[src/rtl/btcc_pkg.sv]
// btcc_pkg: shared constants, types and codes for the bind table with cycle check.
// No dependencies; imported by bind_table_cycle_check and btcc_cmp.
package btcc_pkg;

	localparam int MAX_EDGES    = 32;
	localparam int PATH_ID_BITS = 32;
	localparam int FIELD_BITS   = 32;
	localparam int PATH_W       = (PATH_ID_BITS < FIELD_BITS) ? PATH_ID_BITS : FIELD_BITS;
	localparam int ENT_W        = 2 * PATH_W;
	localparam int IDX_W        = (MAX_EDGES > 1) ? $clog2(MAX_EDGES) : 1;
	localparam int CNT_W        = $clog2(MAX_EDGES + 1);

	localparam int STATUS_W     = 3;
	localparam int COUNT_W      = 6;
	localparam int S_TDATA_W    = ((2 * FIELD_BITS + 7) / 8) * 8;
	localparam int M_TDATA_W    = ((STATUS_W + COUNT_W + 7) / 8) * 8;
	localparam int M_PAD_W      = M_TDATA_W - STATUS_W - COUNT_W;

	typedef enum logic [0:0] {
		MODE_BIND   = 1'b0,
		MODE_UNBIND = 1'b1
	} mode_t;

	typedef enum logic [STATUS_W-1:0] {
		ST_OK       = 3'd0,
		ST_SAME     = 3'd1,
		ST_CYCLE    = 3'd2,
		ST_DUP      = 3'd3,
		ST_FULL     = 3'd4,
		ST_NOTFOUND = 3'd5
	} status_t;

	typedef enum logic [2:0] {
		S_IDLE,
		S_SCAN,
		S_PICK,
		S_LOAD,
		S_UNBW,
		S_OUT
	} fsm_t;

	typedef struct packed {
		logic dest_hit;
		logic src_is_dst;
		logic pair_hit;
	} cmp_t;

endpackage

[src/rtl/bind_table_cycle_check.sv]
// bind_table_cycle_check: directed edge table with bind/unbind and cycle rejection.
// Depends on btcc_pkg, btcc_ram, btcc_cmp.
//
// Input stream (s_*): one request per transaction. s_tuser[0] is the mode
// (bind or unbind), s_tdata holds src_path then dst_path. Output stream (m_*):
// one result per request, m_tdata holds status then entry_count.
// Only one request is in flight; s_tready is high while the block is idle.
// Each walk reads the held entries one by one through the registered table
// read and the single compare unit. Unbind answers after one walk; when the
// pair is found, the last entry then moves into its slot before the result.
// Bind runs a backward reachability search from the source over the edges that
// lead into it: an initial walk, then one walk per reached edge.
// A detected cycle ends the search early. Same-endpoint binds answer without a walk.
// The next request is accepted in the cycle after the result is delivered.
// Reset clears the entry count and control state; table contents are not
// cleared, and entries beyond the count are never used.
// A stalled receiver holds the result in the output register, and no new
// request is taken until it is delivered.
module bind_table_cycle_check import btcc_pkg::*; (
	input  logic                 clk,
	input  logic                 arst_n,
	input  logic                 s_tvalid,
	output logic                 s_tready,
	input  logic [S_TDATA_W-1:0] s_tdata,   // src_path, dst_path
	input  logic [0:0]           s_tuser,   // mode
	output logic                 m_tvalid,
	input  logic                 m_tready,
	output logic [M_TDATA_W-1:0] m_tdata    // status, entry_count, zero pad
);

	fsm_t                  state_q, state_d;
	mode_t                 mode_q;
	logic [PATH_W-1:0]     src_q, dst_q, v_q;
	logic [CNT_W-1:0]      count_q, issue_q;
	logic                  rv_s1;
	logic [IDX_W-1:0]      ridx_s1;
	logic [MAX_EDGES-1:0]  mark_q, done_q, pend;
	logic                  cyc_q, found_q;
	logic [IDX_W-1:0]      found_idx_q;
	status_t               res_status_q;
	logic [COUNT_W-1:0]    res_count_q;

	logic [PATH_W-1:0]     in_src, in_dst, ent_src, ent_dst;
	logic [IDX_W-1:0]      rd_addr, wr_addr, pick_idx, last_idx;
	logic [ENT_W-1:0]      rd_data, wr_data;
	logic                  we, issue_more, scan_done, pend_any, full;
	cmp_t                  hit;

	assign in_src     = s_tdata[PATH_W-1:0];
	assign in_dst     = s_tdata[FIELD_BITS +: PATH_W];
	assign ent_src    = rd_data[PATH_W-1:0];
	assign ent_dst    = rd_data[ENT_W-1:PATH_W];
	assign issue_more = (issue_q < count_q);
	assign scan_done  = !issue_more && !rv_s1;
	assign pend       = mark_q & ~done_q;
	assign pend_any   = |pend;
	assign full       = (count_q >= CNT_W'(MAX_EDGES));
	assign last_idx   = IDX_W'(count_q - 1'b1);

	assign s_tready = (state_q == S_IDLE);
	assign m_tvalid = (state_q == S_OUT);
	assign m_tdata  = {{M_PAD_W{1'b0}}, res_count_q, res_status_q};

	btcc_ram #(
		.WIDTH (ENT_W),
		.DEPTH (MAX_EDGES),
		.AW    (IDX_W)
	) u_table (
		.clk   (clk),
		.we    (we),
		.waddr (wr_addr),
		.wdata (wr_data),
		.raddr (rd_addr),
		.rdata (rd_data)
	);

	btcc_cmp u_cmp (
		.ent_src (ent_src),
		.ent_dst (ent_dst),
		.key     (v_q),
		.req_src (src_q),
		.req_dst (dst_q),
		.hit     (hit)
	);

	always_comb begin
		pick_idx = '0;
		for (int i = MAX_EDGES - 1; i >= 0; i--) begin
			if (pend[i]) begin
				pick_idx = IDX_W'(i);
			end
		end
	end

	always_ff @(posedge clk or negedge arst_n) begin
		if (!arst_n) begin
			state_q <= S_IDLE;
		end else begin
			state_q <= state_d;
		end
	end

	always_comb begin
		state_d = state_q;
		rd_addr = issue_q[IDX_W-1:0];
		we      = 1'b0;
		wr_addr = found_idx_q;
		wr_data = rd_data;
		case (state_q)
			S_IDLE: begin
				if (s_tvalid) begin
					if (mode_t'(s_tuser[0]) == MODE_BIND && in_src == in_dst) begin
						state_d = S_OUT;
					end else begin
						state_d = S_SCAN;
					end
				end
			end
			S_SCAN: begin
				if (scan_done) begin
					if (mode_q == MODE_UNBIND) begin
						if (found_q) begin
							rd_addr = last_idx;
							state_d = S_UNBW;
						end else begin
							state_d = S_OUT;
						end
					end else if (cyc_q) begin
						state_d = S_OUT;
					end else begin
						state_d = S_PICK;
					end
				end
			end
			S_PICK: begin
				if (pend_any) begin
					rd_addr = pick_idx;
					state_d = S_LOAD;
				end else begin
					if (!found_q && !full) begin
						we      = 1'b1;
						wr_addr = IDX_W'(count_q);
						wr_data = {dst_q, src_q};
					end
					state_d = S_OUT;
				end
			end
			S_LOAD: begin
				state_d = S_SCAN;
			end
			S_UNBW: begin
				we      = 1'b1;
				state_d = S_OUT;
			end
			S_OUT: begin
				if (m_tready) begin
					state_d = S_IDLE;
				end
			end
			default: begin
				state_d = S_IDLE;
			end
		endcase
	end

	always_ff @(posedge clk or negedge arst_n) begin
		if (!arst_n) begin
			mode_q       <= MODE_BIND;
			src_q        <= '0;
			dst_q        <= '0;
			v_q          <= '0;
			count_q      <= '0;
			issue_q      <= '0;
			rv_s1        <= 1'b0;
			ridx_s1      <= '0;
			mark_q       <= '0;
			done_q       <= '0;
			cyc_q        <= 1'b0;
			found_q      <= 1'b0;
			found_idx_q  <= '0;
			res_status_q <= ST_OK;
			res_count_q  <= '0;
		end else begin
			rv_s1   <= (state_q == S_SCAN) && issue_more;
			ridx_s1 <= issue_q[IDX_W-1:0];
			case (state_q)
				S_IDLE: begin
					if (s_tvalid) begin
						mode_q       <= mode_t'(s_tuser[0]);
						src_q        <= in_src;
						dst_q        <= in_dst;
						v_q          <= in_src;
						issue_q      <= '0;
						mark_q       <= '0;
						done_q       <= '0;
						cyc_q        <= 1'b0;
						found_q      <= 1'b0;
						res_status_q <= ST_SAME;
						res_count_q  <= COUNT_W'(count_q);
					end
				end
				S_SCAN: begin
					if (issue_more) begin
						issue_q <= issue_q + 1'b1;
					end
					if (rv_s1) begin
						if (mode_q == MODE_BIND && hit.dest_hit && !mark_q[ridx_s1]) begin
							mark_q[ridx_s1] <= 1'b1;
							if (hit.src_is_dst) begin
								cyc_q <= 1'b1;
							end
						end
						if (hit.pair_hit && !found_q) begin
							found_q     <= 1'b1;
							found_idx_q <= ridx_s1;
						end
					end
					if (scan_done) begin
						if (mode_q == MODE_UNBIND) begin
							res_status_q <= ST_NOTFOUND;
						end else begin
							res_status_q <= ST_CYCLE;
						end
					end
				end
				S_PICK: begin
					if (pend_any) begin
						done_q[pick_idx] <= 1'b1;
					end else if (found_q) begin
						res_status_q <= ST_DUP;
					end else if (full) begin
						res_status_q <= ST_FULL;
					end else begin
						count_q      <= count_q + 1'b1;
						res_status_q <= ST_OK;
						res_count_q  <= COUNT_W'(count_q + 1'b1);
					end
				end
				S_LOAD: begin
					v_q     <= ent_src;
					issue_q <= '0;
				end
				S_UNBW: begin
					count_q      <= count_q - 1'b1;
					res_status_q <= ST_OK;
					res_count_q  <= COUNT_W'(count_q - 1'b1);
				end
				default: begin
				end
			endcase
		end
	end

	a_count_bound: assert property (@(posedge clk) disable iff (!arst_n)
		count_q <= CNT_W'(MAX_EDGES))
		else $error("entry count exceeds table depth");

	a_count_change: assert property (@(posedge clk) disable iff (!arst_n)
		!$stable(count_q) |-> state_q == S_OUT)
		else $error("entry count changed outside request completion");

	a_scan_range: assert property (@(posedge clk) disable iff (!arst_n)
		rv_s1 |-> ridx_s1 < count_q)
		else $error("table walk read beyond held entries");

	a_cycle_is_bind: assert property (@(posedge clk) disable iff (!arst_n)
		cyc_q |-> mode_q == MODE_BIND)
		else $error("cycle flag raised on unbind");

endmodule

[src/rtl/btcc_ram.sv]
// btcc_ram: generic single-write, single-read RAM with registered read data.
// No dependencies.
module btcc_ram #(
	parameter int WIDTH = 8,
	parameter int DEPTH = 16,
	parameter int AW    = (DEPTH > 1) ? $clog2(DEPTH) : 1
) (
	input  logic             clk,
	input  logic             we,
	input  logic [AW-1:0]    waddr,
	input  logic [WIDTH-1:0] wdata,
	input  logic [AW-1:0]    raddr,
	output logic [WIDTH-1:0] rdata
);

	logic [WIDTH-1:0] mem_q [DEPTH];

	always_ff @(posedge clk) begin
		if (we) begin
			mem_q[waddr] <= wdata;
		end
		rdata <= mem_q[raddr];
	end

endmodule

[src/rtl/btcc_cmp.sv]
// btcc_cmp: compare unit shared by every table walk; checks one entry per cycle.
// Depends on btcc_pkg.
module btcc_cmp import btcc_pkg::*; (
	input  logic [PATH_W-1:0] ent_src,
	input  logic [PATH_W-1:0] ent_dst,
	input  logic [PATH_W-1:0] key,
	input  logic [PATH_W-1:0] req_src,
	input  logic [PATH_W-1:0] req_dst,
	output cmp_t              hit
);

	always_comb begin
		hit.dest_hit   = (ent_dst == key);
		hit.src_is_dst = (ent_src == req_dst);
		hit.pair_hit   = (ent_src == req_src) && (ent_dst == req_dst);
	end

endmodule

[config.mk]
export PLATFORM = sky130hd
export DESIGN_NAME = bind_table_cycle_check
export DESIGN_NICKNAME = d
export VERILOG_FILES = /design/src/rtl/btcc_pkg.sv /design/src/rtl/bind_table_cycle_check.sv /design/src/rtl/btcc_ram.sv /design/src/rtl/btcc_cmp.sv
export SDC_FILE = /design/constraint.sdc
export NUM_CORES = 2
export LEC_CHECK = 0
export BUFFER_PORTS_ARGS = -buffer_cell sky130_fd_sc_hd__buf_2
export CAP_MARGIN = 40
export CELL_PAD_IN_SITES_DETAIL_PLACEMENT = 0
export CELL_PAD_IN_SITES_GLOBAL_PLACEMENT = 1
export CORE_MARGIN = 8
export CORE_UTILIZATION = 55
export DETAILED_ROUTE_END_ITERATION = 16
export PLACE_DENSITY = 0.78
export RECOVER_POWER = 25
export SLEW_MARGIN = 5
export SYNTH_ARGS = -nofsm -noshare
export SYNTH_HDL_FRONTEND = slang
export SYNTH_SLANG_ARGS = --single-unit
[constraint.sdc]
create_clock -name clk -period 16.4 [get_ports clk]
set_input_delay 0.82 -clock clk [delete_from_list [all_inputs] [get_ports clk]]
set_output_delay 0.82 -clock clk [all_outputs]
set_load 0.01 [all_outputs]
# [After elaboration in Yosys (flattened, before gate mapping)]
# Memories as Yosys holds them, arrays and structs flattened. A register that Yosys moved wholly into a read port is not among the register bits.
# Cells that the tools add are included.
[totals] ff_bits=198 wordCells=185 in_bits=69 memories=1 mem_bits_rw=2048 output_inout_bits=18
[mem_list] memory="u_table.mem_q" depth=32 word_bits=64 rd=1 rd_clocked_by_memory_dff=1 write_ports=1 line_no="btcc_ram.sv:16" text="logic [WIDTH-1:0] mem_q [DEPTH];"
[op_classes] n_addsub=3 n_mux=95 bitwise=6 n_eq_ne=22 magnitude_cmp=6 reduce_logical=36
[ops] op="$mux 5" count=39
[ops] op="$mux 64" count=3
[ops] op="$pmux 32 s2" count=3
[ops] op="$eq 32x32->1" count=5
[ops] op="$mux 32" count=5
[ops] op="$or 32x32->32" count=2
[ops] op="$mux 3" count=13
[ops] op="$mux 6" count=6
[ops] op="$pmux 6 s3" count=2
[ops] op="$and 32x32->32" count=1
[ops] op="$not 32->32" count=1
[ops] op="$reduce_or 32->1" count=1
[ops] op="$ne 2x2->1 const B" count=9
[ops] op="$pmux 3 s6" count=1
[ops] op="$reduce_and 4->1" count=4
[ops] op="$mux 1" count=14
[ops] op="$add 6x1->6 const B" count=2
[ops] op="$lt 5x6->1 const B" count=2
[ops] op="$pmux 3 s4" count=1
[ops] op="$pmux 6 s2" count=1
[ops] op="$reduce_and 3->1" count=4
[ops] op="$demux 1 s5" count=2
[ops] op="$ge 5x1->1 const B" count=2
[ops] op="$logic_and 1x1->1" count=10
[ops] op="other kinds (18)" count=35

# [Logic depth before layout (Yosys ltp)]
[logic_depth] word_depth=41 depth_mapped=18 depth_no_buf=12

# [Modules after synthesis]
# From an unflattened synthesis, not the netlist that was laid out.
[unflattened] hier_cells=4558 area_unflattened_um2=91004.8
[modules_own_cells] mod="btcc_ram" area_each_um2=78964.5 seq_area_each_um2=62780.2 n_inst=1 cells_each=3096
[modules_own_cells] mod="bind_table_cycle_check" area_each_um2=10649.0 seq_area_each_um2=4954.8 n_inst=1 cells_each=1291
[modules_own_cells] mod="btcc_cmp" area_each_um2=1391.3 seq_area_each_um2=0.0 n_inst=1 cells_each=171

# [Worst setup path before layout]
# OpenSTA, ideal clock, no wires.
[synth_timing] kind="reg2reg" startpoint="reg mark_q[4]" endpoint="mem u_table.mem_q[24][0] in the netlist's numbering, enable pin" required_time_ns=15.913 setup_slack_ns=10.105 synth_period_minus_slack_ns=6.295 arrival_ns=5.808 setup_ns=0.487 n_path_buf=2 stages_incl_launch_ff=11 cell_sequence="dfrtp_1 -> nor2b_1 -> or4_4 -> or4b_1 -> or2_1 -> or4_1 -> clkbuf_1 -> clkbuf_1 -> o31ai_1 -> nand2_1 -> nor2_1"
[synth_between] elab_chain_cells=6 word_cells_on_any_way=8 classes_between="mux: 6; bitwise: 1; reduce/logical: 1"
[synth_lines] element="start: declaration" line_no="bind_table_cycle_check.sv:37" text="logic [MAX_EDGES-1:0] mark_q, done_q, pend;"
[synth_lines] element="start signal: assignment" line_no="bind_table_cycle_check.sv:176" text="mark_q <= '0;"
[synth_lines] element="start signal: assignment" line_no="bind_table_cycle_check.sv:194" text="mark_q <= '0;"
[synth_lines] element="start signal: indexed assignment" line_no="bind_table_cycle_check.sv:208" text="mark_q[ridx_s1] <= 1'b1;"
[synth_lines] element="$and 32x32->32 *" line_no="bind_table_cycle_check.sv:55" text="assign pend = mark_q & ~done_q;"
[synth_lines] element="$reduce_or 32->1 *" line_no="bind_table_cycle_check.sv:56" text="assign pend_any = |pend;"
[synth_lines] element="$mux 1" line_no="bind_table_cycle_check.sv:136" text="if (pend_any) begin"
[synth_lines] element="$pmux 1 s2" line_no="bind_table_cycle_check.sv:109" text="case (state_q)"
[synth_lines] element="$mux 1" line_no="btcc_ram.sv:19" text="if (we) begin"
[synth_lines] element="$mux 1 (implied by the code)" line_no="btcc_ram.sv:20" text="mem_q[waddr] <= wdata;"
[synth_lines] element="end: declaration" line_no="btcc_ram.sv:16"
# Every way passes the cells marked *; elsewhere a longest branch is shown, timed or not.

# [Worst setup path in the final report]
[layout_timing] startpoint="reg state_q[1]" endpoint="reg v_q[27]"
[layout_between] elab_chain_cells=3 word_cells_on_any_way=6 classes_between="eq/ne: 2; mux: 1; reduce/logical: 3"
[layout_lines] element="start: declaration" line_no="bind_table_cycle_check.sv:31" text="fsm_t state_q, state_d;"
[layout_lines] element="start signal: assignment" line_no="bind_table_cycle_check.sv:99" text="state_q <= state_d;"
[layout_lines] element="$eq 3x2->1 / $logic_not 3->1 (equally long branches)" line_no="bind_table_cycle_check.sv:186" text="case (state_q)"
[layout_lines] element="$reduce_bool 2->1 (no source line) / $ne 2x2->1 (equally long branches)"
[layout_lines] element="$reduce_and 2->1 (no source line)"
[layout_lines] element="end signal: assignment" line_no="bind_table_cycle_check.sv:192" text="v_q <= in_src;"
[layout_lines] element="end signal: assignment" line_no="bind_table_cycle_check.sv:240" text="v_q <= ent_src;"
[layout_lines] element="end: declaration" line_no="bind_table_cycle_check.sv:33" text="logic [PATH_W-1:0] src_q, dst_q, v_q;"
# Several ways; a longest one is shown, not always the timed one.
# A chain may end at the register's enable or synchronous reset.

==> results by group <==
Setup path
  • Crit path largest cell delay: 2.76 ns
  • Cells along the critical path: or3_1 -> inv_1 -> and2_0 -> clkbuf_1 -> clkbuf_1 -> nor2_2 -> clkbuf_1 -> nand2_1 -> nand3_1
  • Worst setup SP type: flop
  • Maximum fanout along the worst path: 68
  • Worst setup EP type: flop
  • WP data required: 17.12 ns
  • Setup Crit Path Kind: reg -> reg
  • Critical path arrival: 9.26 ns
  • Slowest stage cell, crit path: and2_0
  • Critical path's top delay family: buffers and inverters
  • Most Frequent Cell on Critical Path: clkbuf_1
  • Worst Path Buf+Inv: 4

Clock network
  • Total CTS buffers: 223
  • Post-CTS Setup Inserts: 0
  • CTS tree: yes
  • Reg clk slew, reported paths: 0.06 ns
  • Clk buf depth: 3
  • Root Driver: clkbuf_16
  • Worst skew pair latency: 0.86 ns
  • Clock tree sinks: 2310
  • H-tree levels: 4

Detailed routing
  • Residual DRC count: 0
  • Final wirelength: 280 mm
  • Total number of vias: 56800
  • Avg WL per Cell: 31.6 um
  • TritonRoute pass-1 iters: 7
  • Iteration-0 DRC Markers: 7933
  • ANT nets after route: 0
  • DR vias/cell: roughly 6.4

Placed design
  • DP HPWL: 161 mm
  • Final GP Congestion: 0.958
  • Place WS: 9.41 ns
  • I/O Buffers: just under 80
  • Placed cells: around 8400

Power and ir drop
  • Static leakage: 36.4 nW
  • Flop pwr share: between 40% and 50%
  • Share of total power in the clock network: about 27%
  • Sw frac: between 30 and 40%
  • Net Sw Power: 0.00672 W
  • VDD IR max: 168 uV
  • Combinational share of power: 30.8%
  • Int Power: 0.0122 W
  • PwrDens: around 180 mW/mm2

Yosys
  • Synth async-reset ratio: 8.57%
  • Cell Area, Synth: 0.0910 mm2
  • Sequential-to-total area share from yosys stat: 74.5%
  • Largest cells by area after synthesis: edfxtp_1 68%, mux2i_1 6.3%, dfrtp_1 5.4%
  • Top-count cell post-synth: edfxtp_1
  • Post-synth cell types: 75
  • Post-Syn Instances: 6286
  • Post-synth top area cell: edfxtp_1
  • Synth Area per Inst: around 14 um2
  • Commonest cells in the netlist: 2048 x edfxtp_1, 1251 x nand2_1, 577 x mux2i_1
  • Post-synth EDFFs: 2048
  • Ys flop type: edfxtp_1
  • Synth Register Bits: 2310
  • Synth Warn #: 0
  • Synth top area share: around two thirds

Global route
  • GRT busiest layer: met2
  • M2 GR Usage: a little under half
  • Overflow after GRT: 0
  • First-pass GRT wire length: 394 mm
  • Met1 Use GR: 39.9%
  • Initial antenna violation count: 3
  • Largest net degree at the start of global routing: 167
  • Vias in the first global route: 54800
  • GRT met3 Usage: ~5.9%
  • GR Util All Layers: 30.4%

Timing
  • Final Max Tran Viols: 452
  • Min cycle time layout: 8.54 ns
  • Final Cycle Share: around 52%
  • RSZ-0062 raised after global routing: no
  • Crit path setup slack, layout: 7.86 ns
  • Final Skew: approximately 0.039 ns
  • Worst-margin pin slew: about 4.4 ns
  • Finish-stage setup viols: 0
  • Max Freq: 117 MHz
  • Setup TNS: 0 ns
  • Worst slew margin: -197%
  • Final Hold Vio Count: 0

Cells and area
  • Area Growth Syn to Fin: 13.3%
  • Fin cells: 8858
  • Share of layout cells above drive strength 1: 10.2%
  • Nets: 6547
  • Fill count: 11900

Die
  • Ports: just under 90
  • Die Area: 0.179 mm2
  • Core Region: 0.165 mm2
  • Starting Density: 55.3%
  • Die W: 423 um
  • Die Y: about 420 um
  • Num rows: between 100 and 150

Run status
  • Failing checks: max-capacitance violations, max-slew violations
  • Outcome: complete, but fails checks

Hold path
  • HP Class: in -> reg

Run
  • Max-cap violations: 8
cell usage in the layout (no fill, tap or decap), types with 12 or more instances in the layout:
master     instances
clkinv_2          38
edfxtp_1        2048
a22oi_1           76
clkbuf_16        227
inv_1             16
buf_16            37
buf_2             69
clkbuf_8          18
nor2b_1           27
buf_4            123
bufinv_16         23
nor3_1            15
a21oi_1          340
dfxtp_1           64
nand3_1          215
nand4_1           30
xnor2_1           84
clkinv_1          42
a211oi_1          67
buf_8             12
nor2_4            36
o21ai_0           28
xor2_1            88
dfrtp_1          198
nor2_1           121
a32oi_1           64
nor4_1            96
nand2_1         1249
clkbuf_1          97
mux2i_1          577
a31oi_1           77
nand2b_1          22
o22ai_1          261
buf_12            15
final timing paths:
kind | start | endpoint | slack, ns | cells past startpoint
worst min-delay path | s_tdata[4] | src_q[4] | 0.22 | 3
max in group asynchronous | arst_n | mark_q[9] | 8.58 | 4
min in group asynchronous | arst_n | res_count_q[1] | 2.11 | 2
worst min register to register | done_q[20] | done_q[20] | 0.49 | 2
worst max-delay path | state_q[1] | v_q[27] | 7.86 | 9
worst max register to register | state_q[1] | v_q[27] | 7.86 | 9
worst reg2reg max path: stages (launching register included):
cell and delay (ns):
dfrtp_1 0.62, or3_1 0.51, inv_1 0.35, and2_0 2.76, clkbuf_1 0.58, clkbuf_1 2.47, nor2_2 0.06, clkbuf_1 0.72
nand2_1 0.27, nand3_1 0.10
registers in the layout, summed over array words and instances (netlist names):
name and cells:
res_status_q 3, mode_q 1, v_q 32, u_table.mem_q 2048
done_q 32, issue_q 6, ridx_s1 5, cyc_q 1
dst_q 32, found_q 1, count_q 6, mark_q 32
state_q 3, src_q 32, u_table.rdata 64, rv_s1 1
res_count_q 6, found_idx_q 5
power groups by stage:
stage / clock (W) / sequential [W] / combinational (W)
finish: 0.00516 / 0.00795 / 0.00583
global route: 0.00542 / 0.00796 / 0.00618
CTS: 0.00520 / 0.00791 / 0.00580
detailed placement: 0 / 0.00803 / 0.00578
global placement: 0 / 0.00805 / 0.00543
floorplan: 0 / 0.00779 / 0.00364
per-layer routing:
layer	wire length, um	part of all wire [%]
met5	0	0
met4	18500	6.6
met3	27400	9.8
met1	104000	37
met2	130000	46
timing repair:
action                                 CTS  global route
resized for setup                        0             0
endpoints found under the hold margin   64             0
hold buffers                             1             0
kinds of logic (layout without fill, tap and decap cells):
kind of cell             after synthesis  count (layout)  share of synthesized area, %
other                                  1              10                       0.00412
AO/OA/AOI/OAI                        963             963                          6.63
adder cells (fa/ha/maj)                8               8                         0.110
flip-flops                          2310            2310                          74.5
buffers and inverters                367             741                          1.71
AND/OR/NAND/NOR                     1868            1868                          8.73
multiplexers                         597             597                          6.71
XOR/XNOR                             172             172                          1.66
area by class of cell:
class                   count  area, um2  share of cell area [%]
clock buffers             300       6130                    5.95
well taps                2189       2740                    2.66
clock inverters           121       1200                    1.17
repair buffers            303       2980                    2.89
multi-input cells        3615      22200                    21.5
flip-flops and latches   2310      67700                    65.7
inverters                  17       63.8                  0.0619
diodes                      3       7.51                 0.00729
through the flow:
stage          hold WS, ns  utilization [%]  area (um2)  power [W]
2_1_floorplan        0.444                -       91000     0.0114
3_3_place_gp         0.468             57.2       94100     0.0135
3_5_place_dp         0.475             58.3       95900     0.0138
4_1_cts              0.171             62.7      103000     0.0189
5_1_grt              0.222             62.6      103000     0.0196
6_report             0.224             62.6      103000     0.0189
(Power assumes the default switching activity.)
